**config.mk**
```make
export PLATFORM = sky130hd
export DESIGN_NAME = aligned_run_length_frame_encoder_unit
export DESIGN_NICKNAME = d
export VERILOG_FILES = /design/src/rtl/core/arlfe_pkg.sv /design/src/rtl/core/arlfe_datapath.sv /design/src/rtl/core/arlfe_ctrl.sv /design/src/rtl/core/aligned_run_length_frame_encoder_unit.sv
export SDC_FILE = /design/constraint.sdc
export NUM_CORES = 1
export LEC_CHECK = 0
export BUFFER_PORTS_ARGS = -buffer_cell sky130_fd_sc_hd__buf_2
export CORE_ASPECT_RATIO = 1.25
export CORE_MARGIN = 8
export CORE_UTILIZATION = 45
export DETAILED_ROUTE_END_ITERATION = 12
export PLACE_DENSITY = 0.66
export SYNTH_ARGS = -nofsm -noshare
export SYNTH_HDL_FRONTEND = slang
export SYNTH_SLANG_ARGS = --single-unit
```
**constraint.sdc**
```tcl
create_clock -name clk -period 4.34 [get_ports clk]
set_input_delay 0.217 -clock clk [delete_from_list [all_inputs] [get_ports clk]]
set_output_delay 0.217 -clock clk [all_outputs]
set_load 0.05 [all_outputs]
```
**src/rtl/core/arlfe_pkg.sv**
```systemverilog
// shared types and constants of the aligned run-length frame encoder
package arlfe_pkg;

	localparam int CHUNK_BYTES = 16;
	localparam int CHUNK_AW    = 4;
	localparam int FILL_W      = 5;
	localparam int RUN_W       = 9;
	localparam int SRC_W       = 12;
	localparam int AMT_W       = 13;

	localparam logic [1:0] KIND_RAW    = 2'd0;
	localparam logic [1:0] KIND_OFFSET = 2'd1;
	localparam logic [1:0] KIND_RUN    = 2'd2;
	localparam logic [1:0] KIND_NULL   = 2'd3;

	typedef enum logic [2:0] {
		EM_NONE,
		EM_RAW_RUN,
		EM_RAW_STORE,
		EM_OFFSET,
		EM_RUN,
		EM_NULL
	} emit_kind_t;

	typedef struct packed {
		logic       take_byte;
		logic       extend;
		logic       commit;
		logic       set_held;
		logic       clear_run;
		logic       chunk_reset;
		logic       frame_reset;
		logic       cnt_clear;
		logic       cnt_inc;
		emit_kind_t emit;
		logic       emit_last;
	} dp_cmd_t;

	typedef struct packed {
		logic chunk_full;
		logic uniform;
		logic run_ge2;
		logic held;
		logic match;
		logic raw_open;
		logic cnt_is_last;
		logic store_done;
		logic fill_zero;
		logic out_free;
	} dp_sts_t;

endpackage

```
**src/rtl/core/arlfe_datapath.sv**
```systemverilog
// chunk store, run and raw stretch tracking, and the result register
module arlfe_datapath #(
	parameter int MAX_FRAME_BYTES = 4096
) (
	input  logic                           clk,
	input  logic                           arst_n,
	input  arlfe_pkg::dp_cmd_t             cmd,
	output arlfe_pkg::dp_sts_t             sts,
	input  logic [7:0]                     pixel_byte,
	output logic                           out_valid,
	input  logic                           out_ready,
	output logic [1:0]                     result_kind,
	output logic [7:0]                     data_byte,
	output logic [arlfe_pkg::SRC_W-1:0]    entry_source,
	output logic [arlfe_pkg::AMT_W-1:0]    entry_amount,
	output logic                           last_result
);

	localparam int RUN_CAP_RAW = MAX_FRAME_BYTES / arlfe_pkg::CHUNK_BYTES;
	localparam int RUN_CAP     = (RUN_CAP_RAW > 511) ? 511 : RUN_CAP_RAW;
	localparam logic [arlfe_pkg::RUN_W-1:0] RunCap = arlfe_pkg::RUN_W'(RUN_CAP);

	logic [7:0]                    store_q [arlfe_pkg::CHUNK_BYTES];
	logic [arlfe_pkg::FILL_W-1:0]  fill_q;
	logic                          uniform_q;
	logic                          held_q;
	logic [arlfe_pkg::RUN_W-1:0]   run_q;
	logic [7:0]                    run_value_q;
	logic [arlfe_pkg::SRC_W-1:0]   raw_start_q;
	logic [arlfe_pkg::AMT_W-1:0]   raw_length_q;
	logic [arlfe_pkg::AMT_W-1:0]   raw_written_q;
	logic [arlfe_pkg::CHUNK_AW-1:0] cnt_q;
	logic                          out_valid_q;
	logic                          emitting;
	logic                          emit_raw;
	logic [arlfe_pkg::FILL_W-1:0]  cnt_next;

	assign emitting = (cmd.emit != arlfe_pkg::EM_NONE);
	assign emit_raw = (cmd.emit == arlfe_pkg::EM_RAW_RUN) || (cmd.emit == arlfe_pkg::EM_RAW_STORE);
	assign cnt_next = {1'b0, cnt_q} + arlfe_pkg::FILL_W'(1);

	assign sts.chunk_full  = (fill_q == arlfe_pkg::FILL_W'(arlfe_pkg::CHUNK_BYTES));
	assign sts.uniform     = uniform_q;
	assign sts.run_ge2     = (run_q >= arlfe_pkg::RUN_W'(2));
	assign sts.held        = held_q;
	assign sts.match       = (store_q[0] == run_value_q);
	assign sts.raw_open    = (raw_length_q != '0);
	assign sts.cnt_is_last = (cnt_q == arlfe_pkg::CHUNK_AW'(arlfe_pkg::CHUNK_BYTES - 1));
	assign sts.store_done  = (cnt_next == fill_q);
	assign sts.fill_zero   = (fill_q == '0);
	assign sts.out_free    = !out_valid_q || out_ready;

	assign out_valid = out_valid_q;

	// chunk bytes, written once per transfer
	always_ff @(posedge clk) begin
		if (cmd.take_byte) begin
			store_q[fill_q[arlfe_pkg::CHUNK_AW-1:0]] <= pixel_byte;
		end
	end

	always_ff @(posedge clk or negedge arst_n) begin
		if (!arst_n) begin
			fill_q        <= '0;
			uniform_q     <= 1'b1;
			held_q        <= 1'b0;
			run_q         <= '0;
			run_value_q   <= '0;
			raw_start_q   <= '0;
			raw_length_q  <= '0;
			raw_written_q <= '0;
			cnt_q         <= '0;
			out_valid_q   <= 1'b0;
		end else begin
			if (cmd.take_byte) begin
				if (fill_q != '0 && pixel_byte != store_q[0]) begin
					uniform_q <= 1'b0;
				end
				fill_q <= fill_q + arlfe_pkg::FILL_W'(1);
			end
			if (cmd.chunk_reset || cmd.frame_reset) begin
				fill_q    <= '0;
				uniform_q <= 1'b1;
			end

			if (cmd.extend) begin
				if (run_q < RunCap) begin
					run_q <= run_q + arlfe_pkg::RUN_W'(1);
				end
			end else if (cmd.commit) begin
				held_q <= 1'b0;
				run_q  <= arlfe_pkg::RUN_W'(2);
			end else if (cmd.set_held) begin
				held_q      <= 1'b1;
				run_q       <= arlfe_pkg::RUN_W'(1);
				run_value_q <= store_q[0];
			end else if (cmd.clear_run) begin
				held_q <= 1'b0;
				run_q  <= '0;
			end

			if (emit_raw) begin
				if (raw_length_q == '0) begin
					raw_start_q <= raw_written_q[arlfe_pkg::SRC_W-1:0];
				end
				raw_length_q  <= raw_length_q + arlfe_pkg::AMT_W'(1);
				raw_written_q <= raw_written_q + arlfe_pkg::AMT_W'(1);
			end else if (cmd.emit == arlfe_pkg::EM_OFFSET) begin
				raw_length_q <= '0;
			end

			if (cmd.frame_reset) begin
				run_value_q   <= '0;
				raw_start_q   <= '0;
				raw_length_q  <= '0;
				raw_written_q <= '0;
			end

			if (cmd.cnt_clear) begin
				cnt_q <= '0;
			end else if (cmd.cnt_inc) begin
				cnt_q <= cnt_q + arlfe_pkg::CHUNK_AW'(1);
			end

			if (emitting) begin
				out_valid_q <= 1'b1;
			end else if (out_ready) begin
				out_valid_q <= 1'b0;
			end
		end
	end

	// result register, loaded only when the slot is free
	always_ff @(posedge clk) begin
		if (emitting) begin
			last_result  <= cmd.emit_last;
			data_byte    <= '0;
			entry_source <= '0;
			entry_amount <= '0;
			case (cmd.emit)
				arlfe_pkg::EM_RAW_RUN: begin
					result_kind <= arlfe_pkg::KIND_RAW;
					data_byte   <= run_value_q;
				end
				arlfe_pkg::EM_RAW_STORE: begin
					result_kind <= arlfe_pkg::KIND_RAW;
					data_byte   <= store_q[cnt_q];
				end
				arlfe_pkg::EM_OFFSET: begin
					result_kind  <= arlfe_pkg::KIND_OFFSET;
					entry_source <= raw_start_q;
					entry_amount <= raw_length_q;
				end
				arlfe_pkg::EM_RUN: begin
					result_kind  <= arlfe_pkg::KIND_RUN;
					entry_source <= {4'b0, run_value_q};
					entry_amount <= {run_q, 4'b0};
				end
				default: begin
					result_kind <= arlfe_pkg::KIND_NULL;
				end
			endcase
		end
	end

endmodule

```
**src/rtl/core/arlfe_ctrl.sv**
```systemverilog
// sequencer that steps each transfer through chunk, flush and frame end handling
module arlfe_ctrl (
	input  logic               clk,
	input  logic               arst_n,
	input  logic               in_valid,
	output logic               in_ready,
	input  logic               frame_end,
	input  arlfe_pkg::dp_sts_t sts,
	output arlfe_pkg::dp_cmd_t cmd
);

	typedef enum logic [2:0] {
		S_IDLE,
		S_EVAL,
		S_FLUSH,
		S_POST,
		S_STORE,
		S_CLOSE,
		S_NULL
	} state_t;

	typedef enum logic [1:0] {
		P_HELD,
		P_STORE,
		P_TAIL
	} post_t;

	state_t state_q, state_d;
	post_t  post_q, post_d;
	logic   last_q, last_d;
	logic   tail_q, tail_d;
	logic   chunk_final;

	assign in_ready = (state_q == S_IDLE);
	// no result of a chunk step is final when the frame end follows
	assign chunk_final = !last_q && !tail_q;

	always_comb begin
		cmd         = '0;
		cmd.emit    = arlfe_pkg::EM_NONE;
		state_d     = state_q;
		post_d      = post_q;
		last_d      = last_q;
		tail_d      = tail_q;
		case (state_q)
			S_IDLE: begin
				if (in_valid) begin
					cmd.take_byte = 1'b1;
					last_d        = frame_end;
					state_d       = S_EVAL;
				end
			end
			S_EVAL: begin
				if (sts.chunk_full && sts.uniform && sts.run_ge2 && sts.match) begin
					cmd.extend      = 1'b1;
					cmd.chunk_reset = 1'b1;
				end else if (sts.chunk_full && sts.uniform && sts.held && sts.match) begin
					cmd.commit      = 1'b1;
					cmd.chunk_reset = 1'b1;
				end
				if (sts.chunk_full && !(sts.uniform && (sts.run_ge2 || sts.held) && sts.match)) begin
					cmd.cnt_clear = 1'b1;
					post_d        = sts.uniform ? P_HELD : P_STORE;
					state_d       = S_FLUSH;
				end else if (sts.chunk_full && sts.uniform && !sts.run_ge2 && sts.held
						&& sts.raw_open) begin
					state_d = S_CLOSE;
				end else if (last_q) begin
					cmd.cnt_clear = 1'b1;
					post_d        = P_TAIL;
					tail_d        = 1'b1;
					state_d       = S_FLUSH;
				end else begin
					state_d = S_IDLE;
				end
			end
			S_FLUSH: begin
				if (sts.run_ge2) begin
					if (sts.out_free) begin
						cmd.emit      = arlfe_pkg::EM_RUN;
						cmd.emit_last = (post_q == P_HELD) && chunk_final;
						cmd.clear_run = 1'b1;
						state_d       = S_POST;
					end
				end else if (sts.held) begin
					if (sts.out_free) begin
						cmd.emit    = arlfe_pkg::EM_RAW_RUN;
						cmd.cnt_inc = 1'b1;
						if (sts.cnt_is_last) begin
							cmd.emit_last = (post_q == P_HELD) && chunk_final;
							cmd.clear_run = 1'b1;
							cmd.cnt_clear = 1'b1;
							state_d       = S_POST;
						end
					end
				end else begin
					state_d = S_POST;
				end
			end
			S_POST: begin
				case (post_q)
					P_HELD: begin
						cmd.set_held    = 1'b1;
						cmd.chunk_reset = 1'b1;
						if (last_q) begin
							cmd.cnt_clear = 1'b1;
							post_d        = P_TAIL;
							tail_d        = 1'b1;
							state_d       = S_FLUSH;
						end else begin
							state_d = S_IDLE;
						end
					end
					P_STORE: begin
						state_d = S_STORE;
					end
					default: begin
						state_d = sts.fill_zero ? S_CLOSE : S_STORE;
					end
				endcase
			end
			S_STORE: begin
				if (sts.out_free) begin
					cmd.emit    = arlfe_pkg::EM_RAW_STORE;
					cmd.cnt_inc = 1'b1;
					if (sts.store_done) begin
						cmd.cnt_clear = 1'b1;
						if (post_q == P_STORE) begin
							cmd.emit_last   = chunk_final;
							cmd.chunk_reset = 1'b1;
							if (last_q) begin
								post_d  = P_TAIL;
								tail_d  = 1'b1;
								state_d = S_FLUSH;
							end else begin
								state_d = S_IDLE;
							end
						end else begin
							state_d = S_CLOSE;
						end
					end
				end
			end
			S_CLOSE: begin
				if (!sts.raw_open) begin
					state_d = S_NULL;
				end else if (sts.out_free) begin
					cmd.emit      = arlfe_pkg::EM_OFFSET;
					cmd.emit_last = chunk_final;
					if (tail_q) begin
						state_d = S_NULL;
					end else if (last_q) begin
						cmd.cnt_clear = 1'b1;
						post_d        = P_TAIL;
						tail_d        = 1'b1;
						state_d       = S_FLUSH;
					end else begin
						state_d = S_IDLE;
					end
				end
			end
			S_NULL: begin
				if (sts.out_free) begin
					cmd.emit        = arlfe_pkg::EM_NULL;
					cmd.emit_last   = 1'b1;
					cmd.frame_reset = 1'b1;
					tail_d          = 1'b0;
					last_d          = 1'b0;
					state_d         = S_IDLE;
				end
			end
			default: begin
				state_d = S_IDLE;
			end
		endcase
	end

	always_ff @(posedge clk or negedge arst_n) begin
		if (!arst_n) begin
			state_q <= S_IDLE;
			post_q  <= P_HELD;
			last_q  <= 1'b0;
			tail_q  <= 1'b0;
		end else begin
			state_q <= state_d;
			post_q  <= post_d;
			last_q  <= last_d;
			tail_q  <= tail_d;
		end
	end

endmodule

```
**src/rtl/core/aligned_run_length_frame_encoder_unit.sv**
```systemverilog
// Aligned run-length frame encoder: one pixel byte per input transfer, with frame_end on the
// last byte of a frame. Bytes are grouped into aligned 16-byte chunks; two or more adjacent
// chunks of one byte value give a value run entry, all other bytes go out raw and each raw
// stretch is closed by an offset entry; a null entry ends the frame. A byte that does not
// complete a chunk is accepted and then evaluated. A completed chunk or a frame end then steps
// through the flush, store and close states, giving up to 16 + 16 + 2 results at the frame end;
// the sequencer loads the single result register at most once per cycle and waits while it is
// not taken. The next byte is accepted while the final result still waits.
module aligned_run_length_frame_encoder_unit #(
	parameter int MAX_FRAME_BYTES = 4096
) (
	input  logic                        clk,
	input  logic                        arst_n,
	input  logic                        in_valid,
	output logic                        in_ready,
	input  logic [7:0]                  pixel_byte,
	input  logic                        frame_end,
	output logic                        out_valid,
	input  logic                        out_ready,
	output logic [1:0]                  result_kind,
	output logic [7:0]                  data_byte,
	output logic [arlfe_pkg::SRC_W-1:0] entry_source,
	output logic [arlfe_pkg::AMT_W-1:0] entry_amount,
	output logic                        last_result
);

	arlfe_pkg::dp_cmd_t cmd;
	arlfe_pkg::dp_sts_t sts;

	arlfe_ctrl u_ctrl (
		.clk       (clk),
		.arst_n    (arst_n),
		.in_valid  (in_valid),
		.in_ready  (in_ready),
		.frame_end (frame_end),
		.sts       (sts),
		.cmd       (cmd)
	);

	arlfe_datapath #(
		.MAX_FRAME_BYTES (MAX_FRAME_BYTES)
	) u_datapath (
		.clk          (clk),
		.arst_n       (arst_n),
		.cmd          (cmd),
		.sts          (sts),
		.pixel_byte   (pixel_byte),
		.out_valid    (out_valid),
		.out_ready    (out_ready),
		.result_kind  (result_kind),
		.data_byte    (data_byte),
		.entry_source (entry_source),
		.entry_amount (entry_amount),
		.last_result  (last_result)
	);

endmodule

```
* Yosys cells after proc, flatten, opt, wreduce, memory -nomap -nowiden
Memories as Yosys holds them, arrays and structs flattened.
Index checks and enable logic that the tools add are counted.
** Operators by class
- $add $sub $neg :: 6
- Magnitude comparators :: 2
- Eq/ne operators :: 35
- Mux-type cells :: 123
- Bitwise gates (word level) :: 1
- Reduce and logical (&&, ||, !) cells :: 53
** Operator list (count)
- $mux W13 :: 5
- $mux W1 :: 53
- $mux W3 :: 16
- $mux W9 :: 5
- $mux W12 :: 3
- $mux W8 :: 4
- $add A13 B1 Y13 const B :: 2
- $mux W2 :: 13
- $pmux W13 S2 :: 1
- $mux W4 :: 6
- $pmux W12 S2 :: 1
- $pmux W3 S7 :: 1
- $mux W6 :: 3
- $ne A2 B2 Y1 const B :: 8
- $pmux W4 S4 :: 1
- $pmux W8 S2 :: 1
- $reduce_bool A2 Y1 :: 8
- $logic_and A1 B1 Y1 :: 14
- $logic_not A13 Y1 :: 1
- $reduce_bool A13 Y1 :: 1
- $eq A3 B2 Y1 const B :: 4
- $eq A3 B3 Y1 const B :: 4
- $ne A2 B1 Y1 const B :: 6
- $mux W5 :: 2
- other kinds (37) :: 57
** Storage, ports and cells
- Bits in registers :: 110
- Bits in writable memories :: 128
- Input port bits :: 13
- Output and inout port bits :: 38
- Word-level logic and storage cells :: 240
- Memories kept :: 1
** Memories
- u_datapath.store_q :: depth 16, bits a word 8, rd ports 2, clocked after Yosys merged registers in 0, write ports 1, RTL line arlfe_datapath.sv:23 : logic [7:0] store_q [arlfe_pkg::CHUNK_BYTES];

* Depth between registers and ports, before layout
Gate-level depths: netlist (run 1).
- Depth in word-level cells :: 12
- Mapped depth :: 10

* By module
From an unflattened synthesis (run 1), not the netlist that was laid out.
** Second synthesis, totals
- Cell total of the unflattened synthesis :: 832
- Area, all modules :: 10979.3 sq um
** Modules (own cells, without submodules)
- arlfe_datapath :: times used 1, cells each 714, area each 10114.7 sq um
- arlfe_ctrl :: times used 1, cells each 118, area each 864.6 sq um

* Least setup slack after synthesis (run 1)
No wires, ideal clock.
- Path type :: register to register
- Start point :: register u_datapath.out_valid_q (netlist: u_datapath.out_valid)
- End point :: register u_datapath.data_byte[0], enable pin
- Setup time :: 0.481 ns
- Arrival :: 3.716 ns
- Data required time :: 3.859 ns
- Slack :: 0.143 ns
- Cell stages (with the launch flop) :: 5
- Buffers on the path :: 1
- Path through :: dfrtp_1 > nand2b_1 > clkbuf_1 > nand3_1 > o21ai_0
** Between the ends
- Longest elaborated chain between the ends :: 7
- Elaborated cells between the ends (all ways) :: 12
** Ends and longest elaborated chain
- from (decl) :: RTL line arlfe_datapath.sv:33 : logic out_valid_q;
- from (signal assigned) :: RTL line arlfe_datapath.sv:73 : out_valid_q <= 1'b0;
- from (signal assigned) :: RTL line arlfe_datapath.sv:126 : out_valid_q <= 1'b1;
- from (signal assigned) :: RTL line arlfe_datapath.sv:128 : out_valid_q <= 1'b0;
- $logic_not A1 Y1 * :: RTL line arlfe_datapath.sv:51 : assign sts.out_free = !out_valid_q || out_ready;
- $logic_or A1 B1 Y1 * :: RTL line arlfe_datapath.sv:51
- $mux W6 :: RTL line arlfe_ctrl.sv:86 : if (sts.out_free) begin
- $mux W6 :: RTL line arlfe_ctrl.sv:85 : end else if (sts.held) begin
- $mux W4 :: RTL line arlfe_ctrl.sv:78 : if (sts.run_ge2) begin
- $pmux W4 S4 * :: RTL line arlfe_ctrl.sv:45 : case (state_q)
- $reduce_bool A3 Y1 * :: RTL line arlfe_datapath.sv:38 : assign emitting = (cmd.emit != arlfe_pkg::EM_NONE);
- via u_datapath.emitting :: RTL line arlfe_datapath.sv:34 : logic emitting;
- to (signal assigned) :: RTL line arlfe_datapath.sv:143 : data_byte <= run_value_q;
- to (signal assigned) :: RTL line arlfe_datapath.sv:147 : data_byte <= store_q[cnt_q];
- to (decl) :: RTL line arlfe_datapath.sv:13 : output logic [7:0] data_byte,
Mark *: on every way through the listed nets, which the timed path passes. The rest lies on a longest branch.
A chain may end at the register's enable or synchronous reset.

* Worst setup path in the final report (run 1)
- Start point :: register u_datapath.run_q[0] (netlist bit)
- End point :: register u_datapath.out_valid_q (netlist: u_datapath.out_valid)
** Between the ends
- Longest elaborated chain between the ends :: 5
- Elaborated cells between the ends (all ways) :: 6
** Ends and longest elaborated chain
- from (decl) :: RTL line arlfe_datapath.sv:27 : logic [arlfe_pkg::RUN_W-1:0] run_q;
- from (signal assigned) :: RTL line arlfe_datapath.sv:88 : run_q <= run_q + arlfe_pkg::RUN_W'(1);
- from (signal assigned) :: RTL line arlfe_datapath.sv:92 : run_q <= arlfe_pkg::RUN_W'(2);
- from (signal assigned) :: RTL line arlfe_datapath.sv:95 : run_q <= arlfe_pkg::RUN_W'(1);
- $ge A9 B2 Y1 * :: RTL line arlfe_datapath.sv:44 : assign sts.run_ge2 = (run_q >= arlfe_pkg::RUN_W'(2));
- $mux W4 * :: RTL line arlfe_ctrl.sv:78
- $pmux W4 S4 * :: RTL line arlfe_ctrl.sv:45
- $reduce_bool A3 Y1 * :: RTL line arlfe_datapath.sv:38
- via u_datapath.emitting :: RTL line arlfe_datapath.sv:34
- $mux W1 / $reduce_bool A2 Y1 (equally long branches)
Marks and branches as above.

==> flow_metrics.tcl, run 1 <==
set metrics [dict create \
    die_w_um 154 \
    min_path_type "in2reg" \
    worstPathArrival_ps 3560 \
    postSynth.asyncResetShare_pct 30.8 \
    synth_fa_ha_area_share_pct 1.17 \
    holdPathStages 1 \
    ys_warn_count 0 \
    start_util_pct 45.4 \
    critPathLaunchType "flip-flop" \
    worst_slack_ps 1190 \
    tns_ps 0 \
    post-place-cells 1109 \
    gp_congestion 0.954 \
    whs_endpoint "u_datapath.store_q[7][7]" \
    drive_gt1_share_pct 17.2 \
    fp-row-count 63 \
    cp_cell_sequence "inv_1 -> ha_1 -> nor2_1 -> and3_1 -> a21o_1 -> buf_4 -> nor3_2 -> o21ai_4 -> nand3b_1" \
    drt-vias-per-instance 5.83 \
    setup_viol 0 \
    antenna_found_initial 0 \
    seq_area_frac_synth_pct 63.1 \
    ioPinCount 51 \
    max_slew_margin_pct 15.9 \
    place_ws_ps 1200 \
    cts.sinks 237 \
    synth_cells 796 \
    synth_nets 819 \
    synthMuxAreaShare_pct 7.39 \
    max-vdd-ir-drop_mv 0.360 \
    path_clk_slew_ps 60 \
    synth-edff-count 164 \
    hold_ws_ps 78.3 \
    grt_pass1_wl_um 37500 \
    synth-main-ff-cell "edfxtp_1" \
    synth_xor_area_share_pct 3.44 \
    regToRegSetupSlack_ps 1190 \
    final-instance-count-excl-fill 1157 \
    clock_latency_ps 540 \
    worstMarginPinSlew_ps 1250 \
    grt_use_total_pct 16.1 \
    max_freq_mhz 317 \
    r2r-start "u_datapath.run_q[0]" \
    grt-ovfl-total 0 \
    syn2layout_area_growth_pct 12.3 \
    fin_crit_sh_pct 72.6 \
    p_int_uw 4770 \
    numCtsBuffers 25 \
    max-clock-path-buffers 3 \
    yosys.area_share.simple_pct 12.3 \
    wl_per_cell_um 20.2 \
    maxCapViolations 0 \
    fin_crit_ps 3150 \
    skew_ps 13.1 \
    numPortBuffers 50 \
    avgSynthCellArea_um2 13.4 \
    fp.dieArea_um2 29000 \
    reg2regPathDepth 9 \
    crit_path_end_kind "flip-flop" \
    cts_setup_buffers 0 \
    synth_compound_area_share_pct 9.96 \
    h-tree-depth 1 \
    hold_viol 0 \
    hpwl_um 16000 \
    drc_errors 0 \
    drv_slew 0 \
    grt_pass1_vias 6649 \
    pwr-share-comb_pct 30.3 \
    ant_nets 0 \
    worstSetupPathType "reg2reg" \
    diodes 0 \
    grt_setup_unrepaired "no" \
    critPathSlowestCell "nor3_2" \
    cts-root-buf "clkbuf_16" \
    ys_ff_latch 237 \
    cts_tree "done" \
    drt_iter0_drc 474 \
    p_leak_uw 0.00443 \
    fin_nets 869 \
    min_from "pixel_byte[7]" \
    pwr-share-seq_pct 42.1 \
    p_switching_uw 2770 \
    synth_top_family_by_area "simple AND/OR/NAND/NOR gates" \
    vias 6746 \
    die_y_um 188 \
    swShare_pct 36.7 \
    p_per_area_nw_per_um2 628 \
    critPathMaxStageDelay_ps 700 \
    routed_wl_um 23400 \
    ys_types 68 \
    r2r-end "u_datapath.out_valid" \
    worst-path-max-fanout 37 \
    crit_required_ps 4750 \
    grt_max_degree 74 \
    firstDrtPassIters 5 \
    synth_area_um2 10700 \
    power.share.clock_pct 27.6 \
    core_area_um2 23600 \
    status "completed" \
]
==> logic make-up (layout without fill, tap and decap cells) <==
kind of cell / count (synthesis) / in the layout
xor gates and xnor gates: 42 / 42
and+or+nand+nor: 255 / 255
DFF: 237 / 237
muxes: 44 / 44
buffers and inverters: 55 / 124
adders and majority gates: 10 / 10
AOI/OAI and AO/OA: 153 / 153
==> power groups by stage <==
stage / Clock (uW) / Combinational [uW] / Sequential (uW)
after global routing: 2210 / 2460 / 3220
final: 2080 / 2280 / 3170
after floorplan: 0 / 1390 / 3560
after CTS: 2110 / 2300 / 3170
after global placement: 0 / 2270 / 3210
after detailed placement: 0 / 2290 / 3220
==> state kept, by name, summed over array words and instances (netlist names), 3 cells and up <==
name / cells
u_ctrl.state_q: 3
u_datapath.entry_source: 12
u_datapath.raw_length_q: 13
u_datapath.fill_q: 5
u_datapath.entry_amount: 13
u_datapath.raw_written_q: 12
u_datapath.raw_start_q: 12
u_datapath.store_q: 128
u_datapath.run_q: 9
u_datapath.data_byte: 8
u_datapath.cnt_q: 4
u_datapath.run_value_q: 8
==> critical path, delay by kind of cell, from the launching register on <==
kind / cells / cell delay, ps
AO/OA/AOI/OAI: 2 / 740
adder cells (fa/ha/maj): 1 / 170
buffers and inverters: 2 / 290
flip-flops: 1 / 420
AND/OR/NAND/NOR: 4 / 1400
==> worst max-delay path by stage <==
stage	slack (ps)	cells past startpoint	to	startpoint
after global placement	1270	9	u_datapath.out_valid	u_datapath.run_q[0]
after CTS	1170	9	u_datapath.out_valid	u_datapath.run_q[0]
after floorplan	140	4	u_datapath.data_byte[0]	u_datapath.out_valid
after global routing	970	9	u_datapath.out_valid	u_datapath.run_q[0]
final	1190	9	u_datapath.out_valid	u_datapath.run_q[0]
after detailed placement	1200	9	u_datapath.out_valid	u_datapath.run_q[0]
==> cell usage after synthesis, drive strengths merged, types with 2 or more instances <==
cell    instances  area share (%)
inv            14            0.49
or3             2            0.12
o21ai          48             2.3
nand2          73             2.6
dfrtp          72              17
o22ai           6            0.35
a22o           32             2.6
mux4           28             5.9
and3           12            0.70
and4            4            0.33
nand3b          2            0.14
xor2           20             1.6
a211o           2            0.16
nor4            7            0.55
and4b           2            0.19
a21o            6            0.42
buf            24             1.5
nor2b           7            0.41
nor4b           2            0.22
clkbuf         16            0.57
nor3           19             1.2
mux2i          16             1.5
a31oi           8            0.47
o221ai          9            0.74
ha             10             1.2
xnor2          22             1.8
nor3b           3            0.21
a211oi          5            0.40
a32o            2            0.19
nand4           8            0.47
edfxtp        164              46
or3b            2            0.16
nand3          22             1.1
nor2           63             2.2
a41oi           4            0.40
o211ai          2            0.14
a22oi           3            0.21
and2           13            0.76
a21oi          18            0.95
nand2b          9            0.53
==> through the flow <==
stage | util (%) | total power (uW) | instance area, um^2
after floorplan | - | 4950 | 10700
after global placement | 47.5 | 5480 | 11200
after detailed placement | 47.5 | 5500 | 11200
after CTS | 51.0 | 7580 | 12000
after global routing | 51.0 | 7890 | 12000
final | 51.0 | 7540 | 12000
==> layout make-up <==
| cell class | instances | area, um^2 |
|---|---|---|
| clock buffers | 29 | 651 |
| well taps | 292 | 365 |
| repair buffers | 63 | 355 |
| multi-input cells | 504 | 3680 |
| flip-flops and latches | 237 | 6750 |
| inverters | 15 | 56.3 |
| fillers | 1979 | 11600 |
| clock inverters | 17 | 149 |
==> what timing repair did <==
item	in CTS	in global routing
gates resized for setup	0	0
hold endpoints to repair	73	0
hold buffers	2	0
==> layer usage <==
metal  share of wire [%]  global-route usage (%)
met5                   0                       0
met4                 2.3                    5.14
met3                 5.2                    2.22
met2                  51                    27.7
met1                  42                    20.6
==> placed cells by master (no fill, tap or decap), types with 21 or more instances in the layout <==
master	count
edfxtp_1	164
nand2_1	73
dfrtp_1	71
nor2_1	62
buf_2	49
o21ai_0	44
a22o_1	32
mux4_2	28
clkbuf_16	25
xnor2_1	22
nand3_1	21
No activity file was read; power rests on OpenSTA's default activity.
==> inputs of run 2 (changes only) <==
PLACE_DENSITY = 0.63   (was 0.66)
clock period = 3.2 ns   (was 4.34 ns; I/O delays follow)
==> flow_metrics.tcl, run 2 (synthesis results as in run 1) <==
set metrics [dict create \
    grt-ovfl-total 0 \
    final_core_util_pct 51.1 \
    fillCellCount 1974 \
    swShare_pct 37.2 \
    diodes 0 \
    regToRegSetupSlack_ps 530 \
    crit_path_end_kind "flip-flop" \
    ctsResizeCount 0 \
    cp_cell_sequence "inv_1 -> ha_1 -> nand4bb_1 -> nor3_1 -> nand4_1 -> nor3_2 -> a21oi_1 -> o21ba_2" \
    critPathMaxStageDelay_ps 670 \
    fp-row-count 63 \
    worstPathArrival_ps 3140 \
    drv_slew 0 \
    status "completed" \
    clock_latency_ps 530 \
    p_total_uw 10100 \
    place_ws_ps 501 \
    die_y_um 188 \
    p_switching_uw 3760 \
    max_slew_margin_pct 12.1 \
    gp_congestion 0.926 \
    cts_tree "done" \
    largest_register_ff_count 128 \
    min_from "pixel_byte[1]" \
    drt-vias-per-instance 5.80 \
    routed_wl_um 24500 \
    firstDrtPassIters 5 \
    worstSetupPathType "reg2reg" \
    grt_setup_unrepaired "no" \
    reg2regPathDepth 8 \
    cts-root-buf "clkbuf_16" \
    r2r-start "u_datapath.fill_q[0]" \
    p_per_area_nw_per_um2 840 \
    grt_max_degree 74 \
    h-tree-depth 1 \
    cts_setup_buffers 0 \
    start_util_pct 45.4 \
    critPathSlowestCell "nor3_2" \
    cts.sinks 237 \
    syn2layout_area_growth_pct 12.6 \
    path_clk_slew_ps 60 \
    holdPathStages 1 \
    maxCapViolations 0 \
    core_area_um2 23600 \
    min_path_type "in2reg" \
    fin_nets 880 \
    fin_crit_ps 2670 \
    max-clock-path-buffers 3 \
    drive_gt1_share_pct 17.8 \
    numCtsBuffers 25 \
    critical_path.top_delay_family "simple AND/OR/NAND/NOR gates" \
    crit_required_ps 3670 \
    worst_slack_ps 531 \
    wl_per_cell_um 21.0 \
    worst-path-buf-inv 1 \
    fin_crit_sh_pct 83.4 \
    p_int_uw 6350 \
    grt_pass1_wl_um 39200 \
    max-vdd-ir-drop_mv 0.354 \
    grt_use_total_pct 16.9 \
    skew_ps 12.4 \
    tns_ps 0 \
    whs_endpoint "u_datapath.store_q[14][1]" \
    final-instance-count-excl-fill 1168 \
    die_w_um 154 \
    drc_errors 0 \
    power.share.clock_pct 26.3 \
    most-common-layout-cells "edfxtp_1 (164), nand2_1 (73), dfrtp_1 (71), nor2_1 (62), buf_2 (49)" \
    numPortBuffers 50 \
    grt_pass1_vias 6871 \
    vias 6777 \
    hpwl_um 17100 \
    drt_iter0_drc 511 \
    critPathLaunchType "flip-flop" \
    worst-path-max-fanout 12 \
    pwr-share-seq_pct 42.9 \
    hold_viol 0 \
    setup_viol 0 \
    antenna_found_initial 0 \
    post-place-cells 1120 \
    p_leak_uw 0.00445 \
    ioPinCount 51 \
    r2r-end "u_datapath.run_q[0]" \
    worstMarginPinSlew_ps 1310 \
    ant_nets 0 \
    fp.dieArea_um2 29000 \
    pwr-share-comb_pct 30.8 \
    max_freq_mhz 375 \
    layout_commonest_cell "edfxtp_1" \
]
run 2: metrics by stage:
stage | hold slack, ps | cell area, um^2
2_1_floorplan | -136 | 10700
3_3_place_gp | 375 | 11300
3_5_place_dp | 376 | 11300
4_1_cts | 21.5 | 12000
5_1_grt | 38.4 | 12000
6_report | 29.1 | 12000
run 2: metal layers:
layer / share of wire, % / vias up / GRT usage (%)
met1: 41 / 3403 / 20.9
met2: 52 / 180 / 29.8
li1: - / 3138 / -
met3: 4.3 / 56 / 2.36
met5: 0 / - / 0
met4: 2.7 / 0 / 5.78
run 2: final cells by class:
class                           instances  area, um^2  share of cell area [%]
Clock inverter                          9        65.1                   0.540
Sequential cell                       237        6750                    56.1
Multi-Input combinational cell        504        3680                    30.6
Inverter                               15        56.3                   0.467
Timing Repair Buffer                   74         438                    3.64
Clock buffer                           37         681                    5.65
Tap cell                              292         365                    3.03
run 2: timing repair:
action	4_1_cts	5_1_grt
endpoints found under the setup margin	0	0
hold buffers	2	0
hold endpoints to repair	73	0
run 2: power by group through the flow:
stage	Combinational, uW	Sequential, uW	Clock (uW)
2_1_floorplan	1890	4810	0
3_3_place_gp	3100	4400	0
3_5_place_dp	3130	4400	0
4_1_cts	3140	4340	2700
5_1_grt	3370	4400	2810
6_report	3120	4340	2660
run 2: worst reg2reg max path: cells and delay by family, from the launching register on:
kind                       cells  cell delay [ps]
buffers and inverters          1              120
and+or+nand+nor                4             1350
AOI/OAI and AO/OA              2              440
DFF                            1              480
adders and majority gates      1              210
run 2: how the worst max path moves through the flow:
stage / startpoint / end / slack (ps) / cells after the start
CTS: u_datapath.fill_q[0] / u_datapath.run_q[0] / 490 / 8
floorplan: u_ctrl.state_q[1] / u_datapath.store_q[1][0] / 290 / 6
detailed placement: u_datapath.fill_q[0] / u_datapath.run_q[0] / 500 / 8
global placement: u_datapath.fill_q[0] / u_datapath.run_q[0] / 510 / 8
finish: u_datapath.fill_q[0] / u_datapath.run_q[0] / 530 / 8
global route: u_datapath.fill_q[1] / u_datapath.run_q[3] / 200 / 8
